$ cat src/rtl/urlrb_pkg.sv
// Package for the receive ring buffer with line assembly.
// Holds command, operation and status codes, byte constants and the queue record types.
package urlrb_pkg;

    localparam int CHARS_W = 7;
    localparam int MID_Q_DEPTH = 2;
    localparam int OUT_Q_DEPTH = 4;

    typedef logic [1:0] t_cmd;
    localparam t_cmd CMD_BYTE  = 2'd0;
    localparam t_cmd CMD_POP   = 2'd1;
    localparam t_cmd CMD_FLUSH = 2'd2;

    typedef logic [2:0] t_op;
    localparam t_op OP_NOP        = 3'd0;
    localparam t_op OP_BYTE_ASCII = 3'd1;
    localparam t_op OP_BYTE_RAW   = 3'd2;
    localparam t_op OP_LINE_END   = 3'd3;
    localparam t_op OP_POP        = 3'd4;
    localparam t_op OP_FLUSH      = 3'd5;

    typedef logic [2:0] t_status;
    localparam t_status ST_STORED  = 3'd0;
    localparam t_status ST_TRUNC   = 3'd1;
    localparam t_status ST_FULL    = 3'd2;
    localparam t_status ST_SUPP    = 3'd3;
    localparam t_status ST_POPPED  = 3'd4;
    localparam t_status ST_EMPTY   = 3'd5;
    localparam t_status ST_FLUSHED = 3'd6;

    localparam logic [7:0] BYTE_LF  = 8'h0A;
    localparam logic [7:0] BYTE_CR  = 8'h0D;
    localparam logic [7:0] BYTE_SUB = 8'h1A;
    localparam logic [7:0] BYTE_NUL = 8'h00;

    typedef logic [CHARS_W-1:0] t_chars;

    typedef struct packed {
        t_op        op;
        logic [7:0] data_byte;
    } t_item;

    typedef struct packed {
        t_status    status;
        logic [7:0] read_data;
        logic       line_complete;
        t_chars     chars_held;
    } t_result;

endpackage

$ cat src/rtl/urlrb_ram.sv
// Generic single-write, single-read RAM with registered read data.
// No dependencies.
module urlrb_ram #(
    parameter int WIDTH = 8,
    parameter int DEPTH = 128
) (
    input  logic                     i_clk,
    input  logic                     i_we,
    input  logic [$clog2(DEPTH)-1:0] i_waddr,
    input  logic [WIDTH-1:0]         i_wdata,
    input  logic [$clog2(DEPTH)-1:0] i_raddr,
    output logic [WIDTH-1:0]         o_rdata
);

    logic [WIDTH-1:0] r_mem [DEPTH];
    logic [WIDTH-1:0] r_rdata;

    always_ff @(posedge i_clk) begin
        if (i_we) begin
            r_mem[i_waddr] <= i_wdata;
        end
        r_rdata <= r_mem[i_raddr];
    end

    assign o_rdata = r_rdata;

endmodule

$ cat src/rtl/urlrb_fifo.sv
// Small generic register FIFO with full and almost-full flags.
// No dependencies.
module urlrb_fifo #(
    parameter int WIDTH = 8,
    parameter int DEPTH = 2
) (
    input  logic             i_clk,
    input  logic             i_rst_n,
    input  logic             i_push,
    input  logic [WIDTH-1:0] i_data,
    output logic             o_full,
    output logic             o_almost_full,
    input  logic             i_pop,
    output logic [WIDTH-1:0] o_data,
    output logic             o_empty
);

    localparam int PW = $clog2(DEPTH);
    localparam int CW = $clog2(DEPTH + 1);
    localparam logic [PW-1:0] LAST = PW'(DEPTH - 1);
    localparam logic [CW-1:0] CNT_FULL = CW'(DEPTH);
    localparam logic [CW-1:0] CNT_AFULL = CW'(DEPTH - 1);

    logic [WIDTH-1:0] r_slot [DEPTH];
    logic [PW-1:0]    r_wptr;
    logic [PW-1:0]    n_wptr;
    logic [PW-1:0]    r_rptr;
    logic [PW-1:0]    n_rptr;
    logic [CW-1:0]    r_count;
    logic [CW-1:0]    n_count;
    logic             do_push;
    logic             do_pop;

    assign o_full        = (r_count == CNT_FULL);
    assign o_almost_full = (r_count >= CNT_AFULL);
    assign o_empty       = (r_count == '0);
    assign o_data        = r_slot[r_rptr];
    assign do_push       = i_push && !o_full;
    assign do_pop        = i_pop && !o_empty;

    always_comb begin
        n_wptr  = r_wptr;
        n_rptr  = r_rptr;
        n_count = r_count;
        if (do_push) begin
            n_wptr = (r_wptr == LAST) ? '0 : r_wptr + PW'(1);
        end
        if (do_pop) begin
            n_rptr = (r_rptr == LAST) ? '0 : r_rptr + PW'(1);
        end
        if (do_push && !do_pop) begin
            n_count = r_count + CW'(1);
        end else if (do_pop && !do_push) begin
            n_count = r_count - CW'(1);
        end
    end

    always_ff @(posedge i_clk) begin
        if (!i_rst_n) begin
            r_wptr  <= '0;
            r_rptr  <= '0;
            r_count <= '0;
        end else begin
            r_wptr  <= n_wptr;
            r_rptr  <= n_rptr;
            r_count <= n_count;
        end
    end

    always_ff @(posedge i_clk) begin
        if (do_push) begin
            r_slot[r_wptr] <= i_data;
        end
    end

endmodule

$ cat src/rtl/urlrb_front.sv
// Front end: accepts commands, holds the mode register and classifies each transaction.
// Depends on urlrb_pkg and urlrb_fifo.
module urlrb_front (
    input  logic                  i_clk,
    input  logic                  i_rst_n,
    input  logic                  i_push,
    output logic                  o_full,
    input  logic [1:0]            i_cmd,
    input  logic [7:0]            i_data_byte,
    input  logic                  i_cfg_valid,
    output logic                  o_cfg_ready,
    input  logic                  i_cfg_ascii_mode,
    output urlrb_pkg::t_item      o_item,
    output logic                  o_item_valid,
    input  logic                  i_item_pop
);

    logic             r_ascii_mode;
    urlrb_pkg::t_item cls_item;
    logic             mid_empty;

    assign o_cfg_ready = 1'b1;

    always_ff @(posedge i_clk) begin
        if (!i_rst_n) begin
            r_ascii_mode <= 1'b1;
        end else if (i_cfg_valid) begin
            r_ascii_mode <= i_cfg_ascii_mode;
        end
    end

    always_comb begin
        cls_item.data_byte = i_data_byte;
        cls_item.op        = urlrb_pkg::OP_NOP;
        unique case (i_cmd)
            urlrb_pkg::CMD_BYTE: begin
                if (!r_ascii_mode) begin
                    cls_item.op = urlrb_pkg::OP_BYTE_RAW;
                end else if (i_data_byte == urlrb_pkg::BYTE_LF
                             || i_data_byte == urlrb_pkg::BYTE_CR) begin
                    cls_item.op = urlrb_pkg::OP_LINE_END;
                end else if (i_data_byte == urlrb_pkg::BYTE_NUL
                             || i_data_byte == urlrb_pkg::BYTE_SUB) begin
                    cls_item.op = urlrb_pkg::OP_NOP;
                end else begin
                    cls_item.op = urlrb_pkg::OP_BYTE_ASCII;
                end
            end
            urlrb_pkg::CMD_POP: begin
                cls_item.op = urlrb_pkg::OP_POP;
            end
            urlrb_pkg::CMD_FLUSH: begin
                cls_item.op = urlrb_pkg::OP_FLUSH;
            end
            default: begin
                cls_item.op = urlrb_pkg::OP_NOP;
            end
        endcase
    end

    urlrb_fifo #(
        .WIDTH ($bits(urlrb_pkg::t_item)),
        .DEPTH (urlrb_pkg::MID_Q_DEPTH)
    ) u_mid_q (
        .i_clk         (i_clk),
        .i_rst_n       (i_rst_n),
        .i_push        (i_push),
        .i_data        (cls_item),
        .o_full        (o_full),
        .o_almost_full (),
        .i_pop         (i_item_pop),
        .o_data        (o_item),
        .o_empty       (mid_empty)
    );

    assign o_item_valid = !mid_empty;

endmodule

$ cat src/rtl/urlrb_back.sv
// Back end: executes classified transactions against the ring and its indices.
// Depends on urlrb_pkg and urlrb_ram.
module urlrb_back #(
    parameter int DEPTH = 128
) (
    input  logic               i_clk,
    input  logic               i_rst_n,
    input  urlrb_pkg::t_item   i_item,
    input  logic               i_item_valid,
    output logic               o_item_pop,
    output logic               o_res_push,
    output urlrb_pkg::t_result o_res,
    input  logic               i_res_full,
    input  logic               i_res_almost_full
);

    localparam int IW = $clog2(DEPTH);
    localparam logic [IW:0] DEPTH_W = (IW + 1)'(DEPTH);

    logic [IW-1:0]       r_wr_idx;
    logic [IW-1:0]       n_wr_idx;
    logic [IW-1:0]       r_rd_idx;
    logic [IW-1:0]       n_rd_idx;
    logic [7:0]          r_line_len;
    logic [7:0]          n_line_len;
    logic                r_s2_valid;
    urlrb_pkg::t_status  r_s2_status;
    urlrb_pkg::t_status  n_s2_status;
    logic                r_s2_done;
    logic                n_s2_done;
    urlrb_pkg::t_chars   r_s2_chars;
    urlrb_pkg::t_chars   n_s2_chars;
    logic                r_s2_pop;
    logic                issue_ok;
    logic                go;
    logic [IW:0]         wr_p1;
    logic [IW:0]         wr_p2;
    logic [IW-1:0]       wr_inc;
    logic [IW-1:0]       wr_two;
    logic [IW:0]         rd_p1;
    logic [IW-1:0]       rd_inc;
    logic                full_c;
    logic                trunc_c;
    logic [7:0]          line_bump;
    logic                we;
    logic [7:0]          wdata;
    logic [IW:0]         occ;
    logic [7:0]          ram_q;

    assign issue_ok   = r_s2_valid ? !i_res_almost_full : !i_res_full;
    assign go         = i_item_valid && issue_ok;
    assign o_item_pop = go;

    assign wr_p1   = {1'b0, r_wr_idx} + (IW + 1)'(1);
    assign wr_p2   = {1'b0, r_wr_idx} + (IW + 1)'(2);
    assign wr_inc  = (wr_p1 >= DEPTH_W) ? IW'(wr_p1 - DEPTH_W) : wr_p1[IW-1:0];
    assign wr_two  = (wr_p2 >= DEPTH_W) ? IW'(wr_p2 - DEPTH_W) : wr_p2[IW-1:0];
    assign rd_p1   = {1'b0, r_rd_idx} + (IW + 1)'(1);
    assign rd_inc  = (rd_p1 >= DEPTH_W) ? IW'(rd_p1 - DEPTH_W) : rd_p1[IW-1:0];
    assign full_c  = (wr_inc == r_rd_idx);
    assign trunc_c = (wr_two == r_rd_idx);
    assign line_bump = (r_line_len == 8'hFF) ? r_line_len : r_line_len + 8'd1;

    always_comb begin
        n_wr_idx    = r_wr_idx;
        n_rd_idx    = r_rd_idx;
        n_line_len  = r_line_len;
        n_s2_status = urlrb_pkg::ST_SUPP;
        n_s2_done   = 1'b0;
        we          = 1'b0;
        wdata       = urlrb_pkg::BYTE_NUL;
        if (go) begin
            unique case (i_item.op)
                urlrb_pkg::OP_BYTE_ASCII: begin
                    if (trunc_c) begin
                        we          = 1'b1;
                        n_wr_idx    = wr_inc;
                        n_s2_status = urlrb_pkg::ST_TRUNC;
                        n_s2_done   = 1'b1;
                        n_line_len  = 8'd0;
                    end else if (full_c) begin
                        n_s2_status = urlrb_pkg::ST_FULL;
                    end else begin
                        we          = 1'b1;
                        wdata       = i_item.data_byte;
                        n_wr_idx    = wr_inc;
                        n_s2_status = urlrb_pkg::ST_STORED;
                        n_line_len  = line_bump;
                    end
                end
                urlrb_pkg::OP_BYTE_RAW: begin
                    if (trunc_c) begin
                        we          = 1'b1;
                        n_wr_idx    = wr_inc;
                        n_s2_status = urlrb_pkg::ST_TRUNC;
                    end else if (full_c) begin
                        n_s2_status = urlrb_pkg::ST_FULL;
                    end else begin
                        we          = 1'b1;
                        wdata       = i_item.data_byte;
                        n_wr_idx    = wr_inc;
                        n_s2_status = urlrb_pkg::ST_STORED;
                        n_line_len  = line_bump;
                    end
                end
                urlrb_pkg::OP_LINE_END: begin
                    if (r_line_len == 8'd0) begin
                        n_s2_status = urlrb_pkg::ST_SUPP;
                    end else if (trunc_c) begin
                        we          = 1'b1;
                        n_wr_idx    = wr_inc;
                        n_s2_status = urlrb_pkg::ST_TRUNC;
                        n_s2_done   = 1'b1;
                        n_line_len  = 8'd0;
                    end else if (full_c) begin
                        n_s2_status = urlrb_pkg::ST_FULL;
                    end else begin
                        we          = 1'b1;
                        n_wr_idx    = wr_inc;
                        n_s2_status = urlrb_pkg::ST_STORED;
                        n_s2_done   = 1'b1;
                        n_line_len  = 8'd0;
                    end
                end
                urlrb_pkg::OP_POP: begin
                    if (r_rd_idx == r_wr_idx) begin
                        n_s2_status = urlrb_pkg::ST_EMPTY;
                    end else begin
                        n_rd_idx    = rd_inc;
                        n_s2_status = urlrb_pkg::ST_POPPED;
                    end
                end
                urlrb_pkg::OP_FLUSH: begin
                    n_wr_idx    = '0;
                    n_rd_idx    = '0;
                    n_line_len  = 8'd0;
                    n_s2_status = urlrb_pkg::ST_FLUSHED;
                end
                default: begin
                    n_s2_status = urlrb_pkg::ST_SUPP;
                end
            endcase
        end
    end

    assign occ = (n_wr_idx >= n_rd_idx)
               ? ({1'b0, n_wr_idx} - {1'b0, n_rd_idx})
               : ({1'b0, n_wr_idx} + DEPTH_W - {1'b0, n_rd_idx});
    assign n_s2_chars = urlrb_pkg::t_chars'(occ);

    always_ff @(posedge i_clk) begin
        if (!i_rst_n) begin
            r_wr_idx   <= '0;
            r_rd_idx   <= '0;
            r_line_len <= 8'd0;
            r_s2_valid <= 1'b0;
        end else begin
            r_wr_idx   <= n_wr_idx;
            r_rd_idx   <= n_rd_idx;
            r_line_len <= n_line_len;
            r_s2_valid <= go;
        end
    end

    always_ff @(posedge i_clk) begin
        r_s2_status <= n_s2_status;
        r_s2_done   <= n_s2_done;
        r_s2_chars  <= n_s2_chars;
        r_s2_pop    <= (n_s2_status == urlrb_pkg::ST_POPPED);
    end

    urlrb_ram #(
        .WIDTH (8),
        .DEPTH (DEPTH)
    ) u_ring (
        .i_clk   (i_clk),
        .i_we    (we),
        .i_waddr (r_wr_idx),
        .i_wdata (wdata),
        .i_raddr (r_rd_idx),
        .o_rdata (ram_q)
    );

    assign o_res_push          = r_s2_valid;
    assign o_res.status        = r_s2_status;
    assign o_res.read_data     = r_s2_pop ? ram_q : urlrb_pkg::BYTE_NUL;
    assign o_res.line_complete = r_s2_done;
    assign o_res.chars_held    = r_s2_chars;

endmodule

$ cat src/rtl/uart_rx_line_ring_buffer_core.sv
// Top level of the receive ring buffer with line assembly.
// Depends on urlrb_pkg, urlrb_front, urlrb_back and urlrb_fifo.
//
// Usage:
//   Commands enter through a queue-style port: drive i_cmd and i_data_byte with
//   push high; the transaction is taken at an edge where full is low. Command 0
//   delivers a received byte, 1 pops one stored byte, 2 flushes the buffer.
//   Every command yields exactly one result, in order, on o_status, o_read_data,
//   o_line_complete and o_chars_held while empty is low; pop takes it.
//   The ascii_mode register is written through i_cfg_valid / o_cfg_ready with
//   i_cfg_ascii_mode; o_cfg_ready is always high. Write it only while idle.
//   Throughput: one command per cycle while results are popped, set by
//   the back end's one ring access (one RAM write port and one registered read
//   port) per cycle; results pass the back end's registers and the result queue.
//   Reset clears the indices, the line length and both queues and sets ASCII
//   mode; ring contents are not cleared and are never read before written.
//   When the result side stalls, the result queue fills, the back end holds,
//   the command queue fills and full rises; nothing is lost.
module uart_rx_line_ring_buffer_core #(
    parameter int DEPTH = 128
) (
    input  logic       i_clk,
    input  logic       i_rst_n,
    input  logic       push,
    output logic       full,
    input  logic [1:0] i_cmd,
    input  logic [7:0] i_data_byte,
    output logic       empty,
    input  logic       pop,
    output logic [2:0] o_status,
    output logic [7:0] o_read_data,
    output logic       o_line_complete,
    output logic [6:0] o_chars_held,
    input  logic       i_cfg_valid,
    output logic       o_cfg_ready,
    input  logic       i_cfg_ascii_mode
);

    urlrb_pkg::t_item   item;
    logic               item_valid;
    logic               item_pop;
    logic               res_push;
    urlrb_pkg::t_result res_in;
    urlrb_pkg::t_result res_out;
    logic               res_full;
    logic               res_almost_full;

    urlrb_front u_front (
        .i_clk            (i_clk),
        .i_rst_n          (i_rst_n),
        .i_push           (push),
        .o_full           (full),
        .i_cmd            (i_cmd),
        .i_data_byte      (i_data_byte),
        .i_cfg_valid      (i_cfg_valid),
        .o_cfg_ready      (o_cfg_ready),
        .i_cfg_ascii_mode (i_cfg_ascii_mode),
        .o_item           (item),
        .o_item_valid     (item_valid),
        .i_item_pop       (item_pop)
    );

    urlrb_back #(
        .DEPTH (DEPTH)
    ) u_back (
        .i_clk             (i_clk),
        .i_rst_n           (i_rst_n),
        .i_item            (item),
        .i_item_valid      (item_valid),
        .o_item_pop        (item_pop),
        .o_res_push        (res_push),
        .o_res             (res_in),
        .i_res_full        (res_full),
        .i_res_almost_full (res_almost_full)
    );

    urlrb_fifo #(
        .WIDTH ($bits(urlrb_pkg::t_result)),
        .DEPTH (urlrb_pkg::OUT_Q_DEPTH)
    ) u_out_q (
        .i_clk         (i_clk),
        .i_rst_n       (i_rst_n),
        .i_push        (res_push),
        .i_data        (res_in),
        .o_full        (res_full),
        .o_almost_full (res_almost_full),
        .i_pop         (pop),
        .o_data        (res_out),
        .o_empty       (empty)
    );

    assign o_status        = res_out.status;
    assign o_read_data     = res_out.read_data;
    assign o_line_complete = res_out.line_complete;
    assign o_chars_held    = res_out.chars_held;

endmodule

$ cat config.mk
export PLATFORM = sky130hd
export DESIGN_NAME = uart_rx_line_ring_buffer_core
export DESIGN_NICKNAME = d
export VERILOG_FILES = /design/src/rtl/urlrb_pkg.sv /design/src/rtl/urlrb_ram.sv /design/src/rtl/urlrb_fifo.sv /design/src/rtl/urlrb_front.sv /design/src/rtl/urlrb_back.sv /design/src/rtl/uart_rx_line_ring_buffer_core.sv
export SDC_FILE = /design/constraint.sdc
export NUM_CORES = 1
export LEC_CHECK = 0
export ABC_AREA = 0
export BUFFER_PORTS_ARGS = -buffer_cell sky130_fd_sc_hd__buf_2
export CAP_MARGIN = 30
export CORE_MARGIN = 1.5
export CORE_UTILIZATION = 40
export CTS_BUF_LIST = sky130_fd_sc_hd__clkbuf_16
export CTS_CLUSTER_DIAMETER = 100
export CTS_CLUSTER_SIZE = 28
export DETAILED_ROUTE_END_ITERATION = 8
export HOLD_SLACK_MARGIN = 0.15
export PLACE_DENSITY_LB_ADDON = 0.2
export SYNTH_ARGS = -nofsm -noshare
export SYNTH_HDL_FRONTEND = slang
export SYNTH_HIERARCHICAL = 1
export SYNTH_SLANG_ARGS = --single-unit
export TNS_END_PERCENT = 1
$ cat constraint.sdc
create_clock -name i_clk -period 12.1 [get_ports i_clk]
set_input_delay 0.605 -clock i_clk [delete_from_list [all_inputs] [get_ports i_clk]]
set_output_delay 0.605 -clock i_clk [all_outputs]
set_load 0.01 [all_outputs]
# ---- Yosys cells after proc, flatten, opt, wreduce, memory -nomap -nowiden
# Memories as Yosys holds them, arrays and structs flattened. A register that Yosys moved wholly into a read port is not among the register bits.
# Index checks and enable logic that the tools add are counted.
dict set report word_totals {
  mem_bits_rw 1122
  latchBits 0
  word_cells 154
  register_bits 47
  rom_bits 0
  output_inout_bits 22
  in_bits 16
  mem_count 3
}
dict set report op_classes {
  shifts 0
  mul 0
  magnitude_cmp 5
  n_div 0
  n_eq_ne 22
  addsub 18
  n_reduce_logical 30
  bitwise_logic 0
  mux 61
}
# memory depth word_bits read_ports rd_ports_with_merged_regs write_ports line_no
set memory_table {}
lappend memory_table {u_back.u_ring.r_mem 128 8 1 1 1 urlrb_ram.sv:15} ;# logic [WIDTH-1:0] r_mem [DEPTH];
lappend memory_table {u_out_q.r_slot 4 19 1 1 1 urlrb_fifo.sv:24} ;# logic [WIDTH-1:0] r_slot [DEPTH];
lappend memory_table {u_front.u_mid_q.r_slot 2 11 1 1 1 urlrb_fifo.sv:24}
# op count
set op_table {}
lappend op_table {{$mux 8} 12}
lappend op_table {{$mux 7} 10}
lappend op_table {{$pmux 8 s4} 1}
lappend op_table {{$ge 8x8->1 const B} 3}
lappend op_table {{$eq 7x7->1} 3}
lappend op_table {{$pmux 7 s3} 1}
lappend op_table {{$sub 7x1->7 const B} 3}
lappend op_table {{$mux 1} 18}
lappend op_table {{$mux 3} 6}
lappend op_table {{$add 7x1->8 const B} 2}
lappend op_table {{$eq 8x4->1 const B} 2}
lappend op_table {{$logic_not 8->1} 2}
lappend op_table {{$mux 2} 8}
lappend op_table {{$pmux 7 s2} 1}
lappend op_table {{$sub 7x7->7} 2}
lappend op_table {{$eq 3x3->1 const B} 4}
lappend op_table {{$pmux 3 s4} 1}
lappend op_table {{$logic_and 1x1->1} 9}
lappend op_table {{$logic_not 1->1} 9}
lappend op_table {{$pmux 3 s3} 1}
lappend op_table {{$add 7x2->8 const B} 1}
lappend op_table {{$add 8x1->8 const B} 1}
lappend op_table {{$eq 2x2->1 const B} 4}
lappend op_table {{$eq 8x5->1 const B} 1}
lappend op_table {{22 further kinds} 31}

# ---- Longest topological paths before layout
dict set report logic_depth {
  ltp_word 12
  mapped_depth 18
  ltp_nobuf 17
}

# ---- Cells and area by module
# Netlist, hierarchy kept.
# module n_inst cells_each seq_area_each_um2 area_per_inst_um2
set by_module_without_submodules {}
lappend by_module_without_submodules {urlrb_ram 1 1635 30909.6 39665.5}
lappend by_module_without_submodules {{urlrb_fifo (u_out_q)} 1 151 2462.4 3244.4}
lappend by_module_without_submodules {urlrb_back 1 280 700.7 2373.5}
lappend by_module_without_submodules {{urlrb_fifo (u_front.u_mid_q)} 1 61 760.7 1116.1}
lappend by_module_without_submodules {urlrb_front 1 23 20.0 166.4}

# ---- Least setup slack after synthesis
# No wires, ideal clock.
dict set report synth_timing {
  path_type {register -> register}
  startpoint {register u_back.r_wr_idx[1]}
  endpoint {memory u_back.u_ring.r_mem[0][6] (data pin)}
  path_stages_with_launch 9
  path_buffers 0
  period_less_slack_ps 4159
  setup_slack_ps 7941
  arrival_time_ps 3624
  required_ps 11565
  setup_ps 535
  cell_sequence {dfxtp_1 > ha_1 > nand3_2 > nand2_1 > a21oi_1 > o31a_4 > or3_1 > nor3_2 > and2_1}
}
dict set report synth_between {
  elab_chain_cells 8
  elab_cells_between_ends 14
  cone_classes {add/sub (4); order compare (2); eq/ne (2); mux (6)}
}
# item line_no
set synth_lines {}
lappend synth_lines {{start, declared} urlrb_back.sv:20} ;# logic [IW-1:0] r_wr_idx;
lappend synth_lines {{start signal, assigned} urlrb_back.sv:158} ;# r_wr_idx <= n_wr_idx;
lappend synth_lines {{$add 7x1->8} urlrb_back.sv:54} ;# assign wr_p1 = {1'b0, r_wr_idx} + (IW + 1)'(1);
lappend synth_lines {{$sub 7x1->7 or $ge 8x8->1 (tied branches)} urlrb_back.sv:56} ;# assign wr_inc = (wr_p1 >= DEPTH_W) ? IW'(wr_p1 - DEPTH_W) : wr_p1[IW-1:0];
lappend synth_lines {{$mux 7} urlrb_back.sv:56}
lappend synth_lines {{$eq 7x7->1} urlrb_back.sv:60} ;# assign full_c = (wr_inc == r_rd_idx);
lappend synth_lines {{$mux 8} {urlrb_back.sv:81, urlrb_back.sv:96}}
lappend synth_lines {{$mux 8 *} urlrb_back.sv:92} ;# if (trunc_c) begin
lappend synth_lines {{$mux 8 *} n/a}
lappend synth_lines {{$mux 8 *} urlrb_back.sv:72} ;# if (go) begin
lappend synth_lines {{via u_back.wdata[6]} urlrb_back.sv:46} ;# logic [7:0] wdata;
lappend synth_lines {{end, declared} urlrb_ram.sv:15}
# Mark *: on every way through the listed nets, which the timed path passes. The rest lies on a longest branch.

# ---- Worst setup path after layout
dict set report layout_timing {
  startpoint {register u_back.r_rd_idx[6]}
  endpoint {memory u_back.u_ring.r_mem[57][3] (data pin)}
}
dict set report layout_between {
  elab_chain_cells 5
  elab_cells_between_ends 6
  cone_classes {eq/ne (2); mux (4)}
}
# item line_no
set layout_lines {}
lappend layout_lines {{start, declared} urlrb_back.sv:22} ;# logic [IW-1:0] r_rd_idx;
lappend layout_lines {{start signal, assigned} urlrb_back.sv:159} ;# r_rd_idx <= n_rd_idx;
lappend layout_lines {{$eq 7x7->1} urlrb_back.sv:60}
lappend layout_lines {{$mux 8} {urlrb_back.sv:81, urlrb_back.sv:96}}
lappend layout_lines {{$mux 8 *} urlrb_back.sv:92}
lappend layout_lines {{$mux 8 *} n/a}
lappend layout_lines {{$mux 8 *} urlrb_back.sv:72}
lappend layout_lines {{via u_back.wdata[3]} urlrb_back.sv:46}
# Marks and branches as above.

==> results.toml <==
[die]
die_w_um = 344
row_count = 124
core_area_um2 = 115000
die_area_um2 = 118000
initial_core_util_pct = 40.6
die_y_um = 344
io-pin-count = 38

[clocking]
numCtsBuffers = 48
cts_buffer_depth = 3
cts_resized = 0
cts.sinks = 1180
cts_tree = "yes"
clk_latency_ns = 0.66
cts_root_buffer = "clkbuf_16"
cts_setup_buffers = 0
htree_levels = 2
cts.clk_slew.worst_paths_ns = 0.12

[drt]
ant_nets = 0
drt-total-wl_um = 106000
drt_first_pass_iters = 6
drt_iter0_drc = 2189
viasPerCell = 5.67
drc = 0
wl_per_cell_um = 28.4
via_count = 21113

[power_and_ir_drop]
peakVddDrop_mv = 0.103
clkPwrFrac_pct = 25.7
sw_frac_of_total_pct = 24.1
comb_power_share_pct = 11.5
p_per_area_nw_per_um2 = 152
p_int_mw = 5.79
power_frac_seq_pct = 62.8
switchingPower_mw = 1.84
leakage_nw = 15.0

[critical_path]
required_ns = 12.44
critPathMaxFanout = 72
slowest_delay_ns = 1.01
cp-start-kind = "flop"
crit_chain = "xnor2_1 -> nand2_1 -> a21oi_1 -> o31a_4 -> or3_1 -> nor3_2 -> and2_4 -> buf_4"
setup.worst_path.class = "reg2reg"
cp_slowest_cell = "dfxtp_1"
arrival_ns = 5.35
critPathCaptureType = "flop"

[placed_design]
place_area_um2 = 48600
place_congestion = 0.786
numPortBuffers = 36
dp_hpwl_um = 66400

[final_layout]
seqCellArea_um2 = 34900
fillers = 9722
multi_input_area_um2 = 11100
syn_to_final_growth_pct = 7.71
final_cell_area_um2 = 50200
finalNetCount = 2221
drive_gt1_share_pct = 24.6

[logic_synthesis]
synth_fp_nets = 2190
syn-instance-count = 2149
synth_area_um2 = 46600
yosysWarningCount = 6
syn_avg_cell_area_um2 = 21.7

[sta]
fin_tns_setup_ns = 0
finalCriticalPeriod_ns = 5.01
worstMarginPinSlew_ns = 1.02
hold_ws_ns = 0.208
finClkSkew_ns = 0.0291
hold_viol_final = 0
slew_viol_final = 0
rsz0062_at_grt = "no"
setup_viol = 0
min_period_over_period_pct = 41.4
fmax_mhz = 200
relSlewSlack_pct = 32.0

[global_routing]
grt_max_degree = 109
grt_overflow = 0
antenna_found_initial = 4
grt_usage_pct = 18.0
grt_pass1_vias = 21477
grt_pass1_wl_um = 154000

[outcome]
outcome = "complete, no violations"

[flow_run]
drv_cap = 0

[worst_hold_path]
hold_path.class = "in2reg"
## state kept, by name, indices dropped and copies added, names as in the netlist, 7 cells and up, named ones only
| name | cells |
|---|---|
| u_back/u_ring/r_mem | 1024 |
| u_out_q/r_slot | 76 |
| u_front/u_mid_q/r_slot | 22 |
| u_back/r_line_len | 8 |
| u_back/u_ring/o_rdata | 8 |
| u_back/r_rd_idx | 7 |
| u_back/r_s2_chars | 7 |
| u_back/r_wr_idx | 7 |
## cells in the final DEF, fill, tap and decap left out, types with 6 or more instances in the layout
| cell type | n |
|---|---|
| edfxtp_1 | 1122 |
| mux4_2 | 354 |
| nor2_1 | 149 |
| dfxtp_1 | 54 |
| clkbuf_16 | 49 |
| inv_1 | 49 |
| nand2_1 | 47 |
| buf_2 | 36 |
| buf_4 | 32 |
| and2_1 | 25 |
| ha_1 | 23 |
| nand3_1 | 21 |
| xnor2_1 | 18 |
| nor3_1 | 18 |
| xor2_1 | 16 |
| nor2b_1 | 15 |
| mux2_2 | 10 |
| mux2_4 | 10 |
| dlygate4sd3_1 | 9 |
| nand4_1 | 9 |
| a21oi_1 | 8 |
| o21ai_0 | 8 |
| o21ai_1 | 8 |
| and2_4 | 8 |
| mux2i_1 | 7 |
| buf_16 | 7 |
| or3_1 | 6 |
| nand2b_1 | 6 |
## worst max-delay path: cells and delay by family, from the launching register on
kind / cells / cell delay, ns
flip-flops: 1 / 1.01
AO/OA/AOI/OAI: 2 / 0.50
AND/OR/NAND/NOR: 4 / 1.94
XOR/XNOR: 1 / 0.30
buffers and inverters: 1 / 0.77
## final cells by class
cell class	instances	area share, %
clock buffer	49	2.44
inverter	22	0.165
timing repair buffer	88	1.54
multi-input combinational	840	22.2
clock inverter	32	0.317
sequential	1180	69.5
tap	1512	3.77
antenna	2	0.00998
## final timing paths
path | startpoint | endpoint | slack, ns | cells past startpoint
worst min register to register | u_back/r_s2_chars[1] | u_out_q/r_slot[2][1] | 0.49 | 0
worst max register to register | u_back/r_rd_idx[6] | u_back/u_ring/r_mem[57][3] | 7.09 | 8
worst max-delay path | u_back/r_rd_idx[6] | u_back/u_ring/r_mem[57][3] | 7.09 | 8
worst min-delay path | i_data_byte[3] | u_front/u_mid_q/r_slot[1][3] | 0.21 | 1
## routing by layer
layer,global-route usage (%),vias to the layer above,part of all wire [%]
li1,-,8881,-
met1,26.7,11550,45
met2,29.1,588,49
met3,1.82,94,5.2
met4,3.22,0,1.5
met5,0,-,0
## power groups by stage
stage                     registers [mW]  logic (mW)  clock network (mW)
after floorplan                     4.88       0.542                   0
after global placement              4.90       0.831                   0
after detailed placement            4.89       0.886                   0
after CTS                           4.80       0.891                2.02
after global routing                4.81       0.954                2.14
final                               4.80       0.874                1.96
## timing repair
action                                  in CTS  in global routing
endpoints found under the setup margin       0                  0
hold endpoints to repair                    15                  0
hold buffers                                 9                  0
## per-stage QoR
stage | std cells | worst slack [ns] | utilization [%] | total power, mW
2_1_floorplan | 2149 | 7.94 | - | 5.43
3_3_place_gp | 3622 | 6.86 | 42.2 | 5.73
3_5_place_dp | 3630 | 7.16 | 42.3 | 5.78
4_1_cts | 3720 | 7.13 | 43.6 | 7.71
5_1_grt | 3723 | 6.84 | 43.7 | 7.90
6_report | 3725 | 7.09 | 43.7 | 7.63
Note: power is estimated with default switching activity, not from simulation.
